File: src/rtl/plid_pkg.sv
`timescale 1ns / 1ps
// ----------------------------------------------------------------------------
// plid_pkg
// Shared types and codes of the positional list unit: request and result
// layouts, command and status codes, and the beat passed to the result stage.
// ----------------------------------------------------------------------------
package plid_pkg;

    localparam int DEPTH_DEFAULT = 64;

    localparam logic [2:0] CMD_CLEAR  = 3'd0;
    localparam logic [2:0] CMD_INSERT = 3'd1;
    localparam logic [2:0] CMD_DELETE = 3'd2;
    localparam logic [2:0] CMD_SEARCH = 3'd3;
    localparam logic [2:0] CMD_READ   = 3'd4;

    localparam logic [2:0] ST_OK       = 3'd0;
    localparam logic [2:0] ST_FULL     = 3'd1;
    localparam logic [2:0] ST_EMPTY    = 3'd2;
    localparam logic [2:0] ST_BADPOS   = 3'd3;
    localparam logic [2:0] ST_NOTFOUND = 3'd4;
    localparam logic [2:0] ST_BADCMD   = 3'd5;

    typedef struct packed {
        logic [2:0]         command;
        logic [6:0]         position;
        logic signed [31:0] value;
    } request_t;

    typedef struct packed {
        logic [2:0]         status;
        logic [6:0]         found_position;
        logic signed [31:0] element_value;
        logic [6:0]         list_count;
        logic               last_result;
    } result_t;

    typedef struct packed {
        logic               valid;
        logic               elem;
        logic               fin;
        logic               hit;
        logic [2:0]         status;
        logic [6:0]         position;
        logic signed [31:0] value;
        logic [6:0]         count;
    } beat_t;

endpackage

File: src/rtl/plid_emit.sv
`timescale 1ns / 1ps
// ----------------------------------------------------------------------------
// plid_emit
// Result stage: turns beats from the sequencer into registered results, and
// holds back the latest match of a scan so the final one carries last_result.
// ----------------------------------------------------------------------------
module plid_emit (
    input  logic              clk,
    input  logic              rst_n,
    input  plid_pkg::beat_t   beat,
    output logic              done,
    output plid_pkg::result_t result
);

    logic              done_reg;
    logic              done_next;
    plid_pkg::result_t result_reg;
    plid_pkg::result_t result_next;
    logic              pend_valid_reg;
    logic              pend_valid_next;
    plid_pkg::result_t pend_reg;
    plid_pkg::result_t pend_next;

    always_comb
    begin
        done_next       = 1'b0;
        result_next     = result_reg;
        pend_valid_next = pend_valid_reg;
        pend_next       = pend_reg;
        if (beat.valid)
        begin
            priority if (beat.elem)
            begin
                if (beat.hit)
                begin
                    if (pend_valid_reg)
                    begin
                        done_next               = 1'b1;
                        result_next             = pend_reg;
                        result_next.last_result = 1'b0;
                    end
                    pend_next.status         = plid_pkg::ST_OK;
                    pend_next.found_position = beat.position;
                    pend_next.element_value  = beat.value;
                    pend_next.list_count     = beat.count;
                    pend_next.last_result    = 1'b0;
                    pend_valid_next          = 1'b1;
                end
            end
            else if (beat.fin)
            begin
                done_next = 1'b1;
                if (pend_valid_reg)
                begin
                    result_next             = pend_reg;
                    result_next.last_result = 1'b1;
                end
                else
                begin
                    result_next.status         = beat.status;
                    result_next.found_position = 7'd0;
                    result_next.element_value  = 32'sd0;
                    result_next.list_count     = beat.count;
                    result_next.last_result    = 1'b1;
                end
                pend_valid_next = 1'b0;
            end
            else
            begin
                done_next                  = 1'b1;
                result_next.status         = beat.status;
                result_next.found_position = beat.position;
                result_next.element_value  = beat.value;
                result_next.list_count     = beat.count;
                result_next.last_result    = 1'b1;
            end
        end
    end

    always_ff @(posedge clk or negedge rst_n)
    begin
        if (!rst_n)
        begin
            done_reg       <= 1'b0;
            pend_valid_reg <= 1'b0;
        end
        else
        begin
            done_reg       <= done_next;
            pend_valid_reg <= pend_valid_next;
        end
    end

    always_ff @(posedge clk)
    begin
        result_reg <= result_next;
        pend_reg   <= pend_next;
    end

    assign done   = done_reg;
    assign result = result_reg;

endmodule

File: src/rtl/positional_list_insert_delete_search_unit.sv
`timescale 1ns / 1ps
// ----------------------------------------------------------------------------
// positional_list_insert_delete_search_unit
// Ordered list of up to DEPTH signed 32-bit values in one synchronous memory,
// with clear, insert, delete, search and read-all requests.
// ----------------------------------------------------------------------------
// A request is taken when start is high and busy is low. Clear, refused
// requests and bad commands leave busy low. Insert at position n+1 of a
// list of n entries moves nothing; otherwise insert and delete move, and
// search and read-all read, one entry per cycle through the memory's single
// read port and single write port; the memory read is registered and each
// request ends with a finishing step. Results appear on result, marked by
// done, at most one per cycle and in the cycle after the step that makes
// them; a scan holds each reported element back until the next one or the
// end of the scan, so the final one can carry last_result. Results cannot be
// held off, so capture every cycle done is high. last_result marks the final
// result of each request.
// ----------------------------------------------------------------------------
module positional_list_insert_delete_search_unit #(
    parameter int DEPTH = plid_pkg::DEPTH_DEFAULT
) (
    input  logic               clk,
    input  logic               rst_n,
    input  logic               start,
    output logic               busy,
    input  plid_pkg::request_t request,
    output logic               done,
    output plid_pkg::result_t  result
);

    localparam int AW   = $clog2(DEPTH);
    localparam int AW1  = AW + 1;
    localparam int CW   = $clog2(DEPTH + 1);
    localparam int CMPW = ((CW > 7) ? CW : 7) + 1;

    typedef enum logic [3:0] {
        S_IDLE = 4'b0001,
        S_UP   = 4'b0010,
        S_DOWN = 4'b0100,
        S_SCAN = 4'b1000
    } state_t;

    state_t           state_reg;
    state_t           state_next;
    logic [CW-1:0]    count_reg;
    logic [CW-1:0]    count_next;
    logic [AW-1:0]    raddr_reg;
    logic [AW-1:0]    raddr_next;
    logic [AW-1:0]    lim_reg;
    logic [AW-1:0]    lim_next;
    logic             more_reg;
    logic             more_next;
    logic             rv_reg;
    logic             rv_next;
    logic [AW-1:0]    ra_reg;
    logic [AW-1:0]    ra_next;
    logic [AW-1:0]    p0_reg;
    logic [AW-1:0]    p0_next;
    logic [31:0]      key_reg;
    logic [31:0]      key_next;
    logic             search_reg;
    logic             search_next;

    logic [31:0]      mem [DEPTH];
    logic [31:0]      rdata_reg;
    logic             mem_re;
    logic [AW-1:0]    mem_raddr;
    logic             mem_we;
    logic [AW-1:0]    mem_waddr;
    logic [31:0]      mem_wdata;

    logic             accept;
    logic [CMPW-1:0]  pos_ext;
    logic [CMPW-1:0]  cnt_ext;
    logic [AW-1:0]    req_p0;
    logic [AW-1:0]    cnt_last;
    logic [6:0]       p0_pos;
    logic [6:0]       ra_pos;
    plid_pkg::beat_t  beat;

    assign busy     = (state_reg != S_IDLE);
    assign accept   = start && !busy;
    assign pos_ext  = CMPW'(request.position);
    assign cnt_ext  = CMPW'(count_reg);
    assign req_p0   = AW'(pos_ext - CMPW'(1));
    assign cnt_last = AW'(count_reg - CW'(1));
    assign p0_pos   = 7'(AW1'(p0_reg) + AW1'(1));
    assign ra_pos   = 7'(AW1'(ra_reg) + AW1'(1));

    always_comb
    begin
        state_next  = state_reg;
        count_next  = count_reg;
        raddr_next  = raddr_reg;
        lim_next    = lim_reg;
        more_next   = more_reg;
        rv_next     = 1'b0;
        ra_next     = ra_reg;
        p0_next     = p0_reg;
        key_next    = key_reg;
        search_next = search_reg;
        mem_re      = 1'b0;
        mem_raddr   = raddr_reg;
        mem_we      = 1'b0;
        mem_waddr   = p0_reg;
        mem_wdata   = key_reg;
        beat        = '0;
        beat.count  = 7'(count_reg);

        unique case (state_reg)
            S_IDLE:
            begin
                if (accept)
                begin
                    beat.valid = 1'b1;
                    unique case (request.command)
                        plid_pkg::CMD_CLEAR:
                        begin
                            count_next  = '0;
                            beat.status = plid_pkg::ST_OK;
                            beat.count  = 7'd0;
                        end
                        plid_pkg::CMD_INSERT:
                        begin
                            priority if (count_reg == CW'(DEPTH))
                                beat.status = plid_pkg::ST_FULL;
                            else if (pos_ext == '0 || pos_ext > cnt_ext + CMPW'(1))
                                beat.status = plid_pkg::ST_BADPOS;
                            else
                            begin
                                beat.valid = 1'b0;
                                p0_next    = req_p0;
                                key_next   = request.value;
                                raddr_next = cnt_last;
                                lim_next   = req_p0;
                                more_next  = (CMPW'(req_p0) != cnt_ext);
                                state_next = S_UP;
                            end
                        end
                        plid_pkg::CMD_DELETE:
                        begin
                            priority if (count_reg == '0)
                                beat.status = plid_pkg::ST_EMPTY;
                            else if (pos_ext == '0 || pos_ext > cnt_ext)
                                beat.status = plid_pkg::ST_BADPOS;
                            else
                            begin
                                beat.valid = 1'b0;
                                p0_next    = req_p0;
                                raddr_next = req_p0;
                                lim_next   = cnt_last;
                                more_next  = 1'b1;
                                state_next = S_DOWN;
                            end
                        end
                        plid_pkg::CMD_SEARCH,
                        plid_pkg::CMD_READ:
                        begin
                            if (count_reg == '0)
                                beat.status = plid_pkg::ST_EMPTY;
                            else
                            begin
                                beat.valid  = 1'b0;
                                key_next    = request.value;
                                search_next = (request.command == plid_pkg::CMD_SEARCH);
                                raddr_next  = '0;
                                lim_next    = cnt_last;
                                more_next   = 1'b1;
                                state_next  = S_SCAN;
                            end
                        end
                        default:
                        begin
                            beat.status = plid_pkg::ST_BADCMD;
                        end
                    endcase
                end
            end
            S_UP:
            begin
                if (rv_reg)
                begin
                    mem_we    = 1'b1;
                    mem_waddr = AW'(ra_reg + AW'(1));
                    mem_wdata = rdata_reg;
                end
                if (more_reg)
                begin
                    mem_re  = 1'b1;
                    rv_next = 1'b1;
                    ra_next = raddr_reg;
                    if (raddr_reg == lim_reg)
                        more_next = 1'b0;
                    else
                        raddr_next = AW'(raddr_reg - AW'(1));
                end
                else if (!rv_reg)
                begin
                    mem_we        = 1'b1;
                    mem_waddr     = p0_reg;
                    mem_wdata     = key_reg;
                    count_next    = CW'(count_reg + CW'(1));
                    beat.valid    = 1'b1;
                    beat.status   = plid_pkg::ST_OK;
                    beat.position = p0_pos;
                    beat.value    = key_reg;
                    beat.count    = 7'(count_reg + CW'(1));
                    state_next    = S_IDLE;
                end
            end
            S_DOWN:
            begin
                if (rv_reg)
                begin
                    if (ra_reg == p0_reg)
                        key_next = rdata_reg;
                    else
                    begin
                        mem_we    = 1'b1;
                        mem_waddr = AW'(ra_reg - AW'(1));
                        mem_wdata = rdata_reg;
                    end
                end
                if (more_reg)
                begin
                    mem_re  = 1'b1;
                    rv_next = 1'b1;
                    ra_next = raddr_reg;
                    if (raddr_reg == lim_reg)
                        more_next = 1'b0;
                    else
                        raddr_next = AW'(raddr_reg + AW'(1));
                end
                else if (!rv_reg)
                begin
                    count_next    = CW'(count_reg - CW'(1));
                    beat.valid    = 1'b1;
                    beat.status   = plid_pkg::ST_OK;
                    beat.position = p0_pos;
                    beat.value    = key_reg;
                    beat.count    = 7'(count_reg - CW'(1));
                    state_next    = S_IDLE;
                end
            end
            S_SCAN:
            begin
                if (rv_reg)
                begin
                    beat.valid    = 1'b1;
                    beat.elem     = 1'b1;
                    beat.hit      = !search_reg || (rdata_reg == key_reg);
                    beat.status   = plid_pkg::ST_OK;
                    beat.position = ra_pos;
                    beat.value    = rdata_reg;
                end
                if (more_reg)
                begin
                    mem_re  = 1'b1;
                    rv_next = 1'b1;
                    ra_next = raddr_reg;
                    if (raddr_reg == lim_reg)
                        more_next = 1'b0;
                    else
                        raddr_next = AW'(raddr_reg + AW'(1));
                end
                else if (!rv_reg)
                begin
                    beat.valid  = 1'b1;
                    beat.fin    = 1'b1;
                    beat.status = plid_pkg::ST_NOTFOUND;
                    state_next  = S_IDLE;
                end
            end
            default:
            begin
                state_next = S_IDLE;
            end
        endcase
    end

    always_ff @(posedge clk or negedge rst_n)
    begin
        if (!rst_n)
        begin
            state_reg <= S_IDLE;
            count_reg <= '0;
            more_reg  <= 1'b0;
            rv_reg    <= 1'b0;
        end
        else
        begin
            state_reg <= state_next;
            count_reg <= count_next;
            more_reg  <= more_next;
            rv_reg    <= rv_next;
        end
    end

    always_ff @(posedge clk)
    begin
        raddr_reg  <= raddr_next;
        lim_reg    <= lim_next;
        ra_reg     <= ra_next;
        p0_reg     <= p0_next;
        key_reg    <= key_next;
        search_reg <= search_next;
    end

    always_ff @(posedge clk)
    begin
        if (mem_we)
            mem[mem_waddr] <= mem_wdata;
        if (mem_re)
            rdata_reg <= mem[mem_raddr];
    end

    plid_emit u_emit (
        .clk    (clk),
        .rst_n  (rst_n),
        .beat   (beat),
        .done   (done),
        .result (result)
    );

`ifndef SYNTH
    a_no_rw_same_entry: assert property (@(posedge clk) disable iff (!rst_n)
        (mem_we && mem_re) |-> (mem_waddr != mem_raddr))
        else $error("read and write hit the same entry");

    a_read_in_list: assert property (@(posedge clk) disable iff (!rst_n)
        mem_re |-> (CW'(mem_raddr) < count_reg))
        else $error("read beyond the held entries");

    a_scan_no_write: assert property (@(posedge clk) disable iff (!rst_n)
        (state_reg == S_SCAN) |-> !mem_we)
        else $error("write during scan");

    a_count_bound: assert property (@(posedge clk) disable iff (!rst_n)
        count_reg <= CW'(DEPTH))
        else $error("entry count above depth");

    a_count_step: assert property (@(posedge clk) disable iff (!rst_n)
        (state_reg != S_IDLE) |=> (count_reg == $past(count_reg)
            || count_reg == CW'($past(count_reg) + CW'(1))
            || count_reg == CW'($past(count_reg) - CW'(1))))
        else $error("entry count moved by more than one");
`endif

endmodule
File: config.mk
export PLATFORM = sky130hd
export DESIGN_NAME = positional_list_insert_delete_search_unit
export DESIGN_NICKNAME = d
export VERILOG_FILES = /design/src/rtl/plid_pkg.sv /design/src/rtl/plid_emit.sv /design/src/rtl/positional_list_insert_delete_search_unit.sv
export SDC_FILE = /design/constraint.sdc
export NUM_CORES = 2
export LEC_CHECK = 0
export ABC_AREA = 0
export BUFFER_PORTS_ARGS = -buffer_cell sky130_fd_sc_hd__buf_4
export CORE_MARGIN = 4
export CORE_UTILIZATION = 31
export CTS_CLUSTER_SIZE = 16
export DETAILED_ROUTE_END_ITERATION = 8
export GPL_TIMING_DRIVEN = 0
export PLACE_DENSITY = 0.55
export RECOVER_POWER = 50
export SLEW_MARGIN = 10
export SYNTH_ARGS = -nofsm -noshare
export SYNTH_HDL_FRONTEND = slang
export SYNTH_SLANG_ARGS = --single-unit
File: constraint.sdc
create_clock -name clk -period 6.1 [get_ports clk]
set_input_delay 0.915 -clock clk [delete_from_list [all_inputs] [get_ports clk]]
set_output_delay 0.915 -clock clk [all_outputs]
set_load 0.05 [all_outputs]
==> out/results.txt <==
Outcome = complete, but fails checks
Failing checks = capacitance limit, slew limit
DRC errors left = 0
Buffers & Inverters on Critical Path = 4
WL/cell = 30.6 um
Fmax = 185 MHz
Reg2reg start = mem_raddr[0]
Mapped cell area = 88100 um2
Mapped Nets = 3954
Total CTS buffers = 219
Cell taking the most area after synthesis = edfxtp_1
Pwr/cell area = 399 nW/um2
Arr. time, crit path = 5.91 ns
End point of the critical path = rdata_reg[22]
RSZ-0062 raised after global routing = no
Global-route usage over all layers = 16.9%
Tightest Pin Transition = 2.87 ns
Hold Buf Count CTS = 1
Core region area = 283000 um2
CP required = 6.62 ns
CTS clock-pin slew for the worst setup and hold paths = 0.06 ns
Post-route ant nets = 0
Internal power = 28.9 mW
CTS root buffer = clkbuf_16
Final WS setup = 0.703 ns
Stages on worst setup path = 8
Vias in the first global route = 43300
Synthesis-to-finish area growth = 16.2%
I/O Buffers = 95
Ys async rst share = 0.667%
Synth area leaders = edfxtp_1 (76%), mux4_2 (17%), nand2_1 (0.71%)
Setup violators final = 0
Leakage = 31.5 nW
CTS Sinks = 2248
Starting DRT DRC Count = 5471
Post-synth EDFFs = 2233
Number of flip-flops in the largest register = 2048
Primary FF master, synth = edfxtp_1
Hold path cells = 3
Crit path launch = mem_raddr[0]
P_sw = 12.0 mW
Switching Fraction = 29.4%
Critical path type = flip-flop to flip-flop
Internal reg-to-reg setup slack = 0.70 ns
Share of post-route cells with drive strength above 1 = 28.2%
Worst relative slew slack = -91.3%
Final wirelength = 252 mm
Top cell type's share of synthesized area = 76.1%
Yosys warning total = 0
R2R depth = 8
Final hold viol count = 0
Crit path capture type = flip-flop
Pwr Total = 40.9 mW
Reg-to-Reg End = rdata_reg[22]
Peak VDD IR = 0.311 mV
GRT overflow = 0
Vias per std cell = 5.26
First-pass GRT wire length = 350 mm
Syn Inst Count = 3883
Boundary pin count = 97
CTS H-tree depth = 4
Worst-path cell chain = clkbuf_1, clkbuf_1, clkbuf_1, buf_2, mux4_2, mux4_2, mux2i_1, o21ai_1
Worst hold path class = input pin to flip-flop
#FFs+latches synth = 2248
Fin crit share = 88.5%
Post-CTS setup buffers = 0
Router iterations before antenna repair = 5
Post-layout min period = 5.40 ns
Setup TNS = 0 ns
Initial Util = 31.2%
Gpl congestion = 0.847
Horiz. Die Dim = 541 um
Max-cap violations = 24
Die area = 293000 um2
Initial antenna violation count = 14
CP max stage cell = clkbuf_1
CTS Buffer Depth = 3
CP max FO = 10
HPWL after DPL = 166 mm
Sequential share of the synthesized area = 76.5%
Gate power share = 23.7%
Largest net degree at the start of global routing = 65
Chip Height = 541 um
Post-CTS sizing = 0
Most frequent cell on the critical path = clkbuf_1
Row Count = 195
Worst path top cell family by delay = buffers and inverters
Max-slew violations = 1161
Worst-Skew Late Latency = 0.85 ns
Fin nets = 4353
CTS tree = yes
Clk_skew = 0.0269 ns
Vias = 43200
CP max stage delay = 0.96 ns
Hold Startpoint = request[19]
Clock power share = 32.3%
Sequential fraction of design power = 44.0%
Syn Area/Cell = 22.7 um2
Post-synth cell types = 70
Pre-CTS WS = 1.01 ns
Startpoint types = flip-flop
## worst reg2reg max path, delay by kind of cell (launching register included)
family / cells / cell delay [ns]
buffers and inverters: 4 / 2.35
DFF: 1 / 0.62
AOI/OAI and AO/OA: 1 / 0.30
muxes: 3 / 1.80
## routing by layer
metal | wire length (um) | global-route usage [%]
met1 | 101000 | 22.5
met2 | 123000 | 28.0
met5 | 45 | 0
met4 | 9340 | 5.45
met3 | 18000 | 3.34
## layout by cell type (no fill, tap or decap), drive strengths merged, types with 9 or more instances in the layout
master  instances
a21oi          31
a22o           70
and3            9
buf           203
bufinv         17
clkbuf        447
clkinv        111
dfrtp          14
diode          11
edfxtp       2233
ha             25
inv            33
mux2           52
mux2i          17
mux4          659
nand2         166
nand3          20
nor2           96
nor2b           9
nor3           15
nor4           10
o21ai          41
o22ai          11
xnor2          25
xor2           56
## cell type report
type	instances	area [um2]
inverters	29	109
fillers	25800	180000
repair buffers	178	2180
plain buffers	204	876
flip-flops and latches	2248	67400
clock buffers	269	5730
well taps	3743	4680
multi-input cells	1402	20200
clock inverters	137	1190
diodes	11	27.5
## per-stage QoR
stage	cell area, um2	cells	hold slack (ns)	utilization [%]
detailed placement	95800	7802	0.481	33.9
CTS	103000	8209	0.307	36.4
global route	102000	8213	0.329	36.2
floorplan	88100	3883	0.424	-
global placement	93500	7721	0.507	33.1
finish	102000	8221	0.365	36.2
## cells by family (layout without fill, tap and decap cells)
family / after synthesis / after routing / share of synthesized area, %
XOR/XNOR: 81 / 81 / 0.805
multiplexers: 728 / 728 / 17.7
flip-flops: 2248 / 2248 / 76.5
adder cells (fa/ha/maj): 26 / 26 / 0.378
other: 0 / 11 / 0
buffers and inverters: 233 / 817 / 1.11
AO/OA/AOI/OAI: 203 / 203 / 1.65
AND/OR/NAND/NOR: 364 / 364 / 1.85
## Yosys cell counts (all sizes together), types with 5 or more instances
master / count
o21ai: 41
nor2b: 9
xnor2: 25
dfrtp: 14
a221oi: 5
mux2: 52
a21o: 6
mux2i: 17
edfxtp: 2233
nor2: 96
nor3: 15
inv: 27
nand2: 166
a22o: 70
or3: 5
mux4: 659
nand3: 20
xor2: 56
buf: 96
o22ai: 11
nor3b: 5
nand2b: 6
and3: 9
o31ai: 6
ha: 25
nor4: 10
a21oi: 31
clkbuf: 108
## worst min path at each step
stage               slack [ns]           to
floorplan                 0.42    ra_reg[0]
global placement          0.51    ra_reg[3]
detailed placement        0.48    ra_reg[3]
CTS                       0.31  key_reg[19]
global route              0.33  key_reg[10]
finish                    0.37  key_reg[19]
## power by group through the flow
stage	clock network, mW	logic [mW]	registers, mW
detailed placement	0	9.86	18.3
global route	14.1	10.1	18.0
global placement	0	9.69	18.3
floorplan	0	5.61	18.5
finish	13.2	9.68	18.0
CTS	13.4	9.89	18.0
Power figures use the tool's default switching activity.
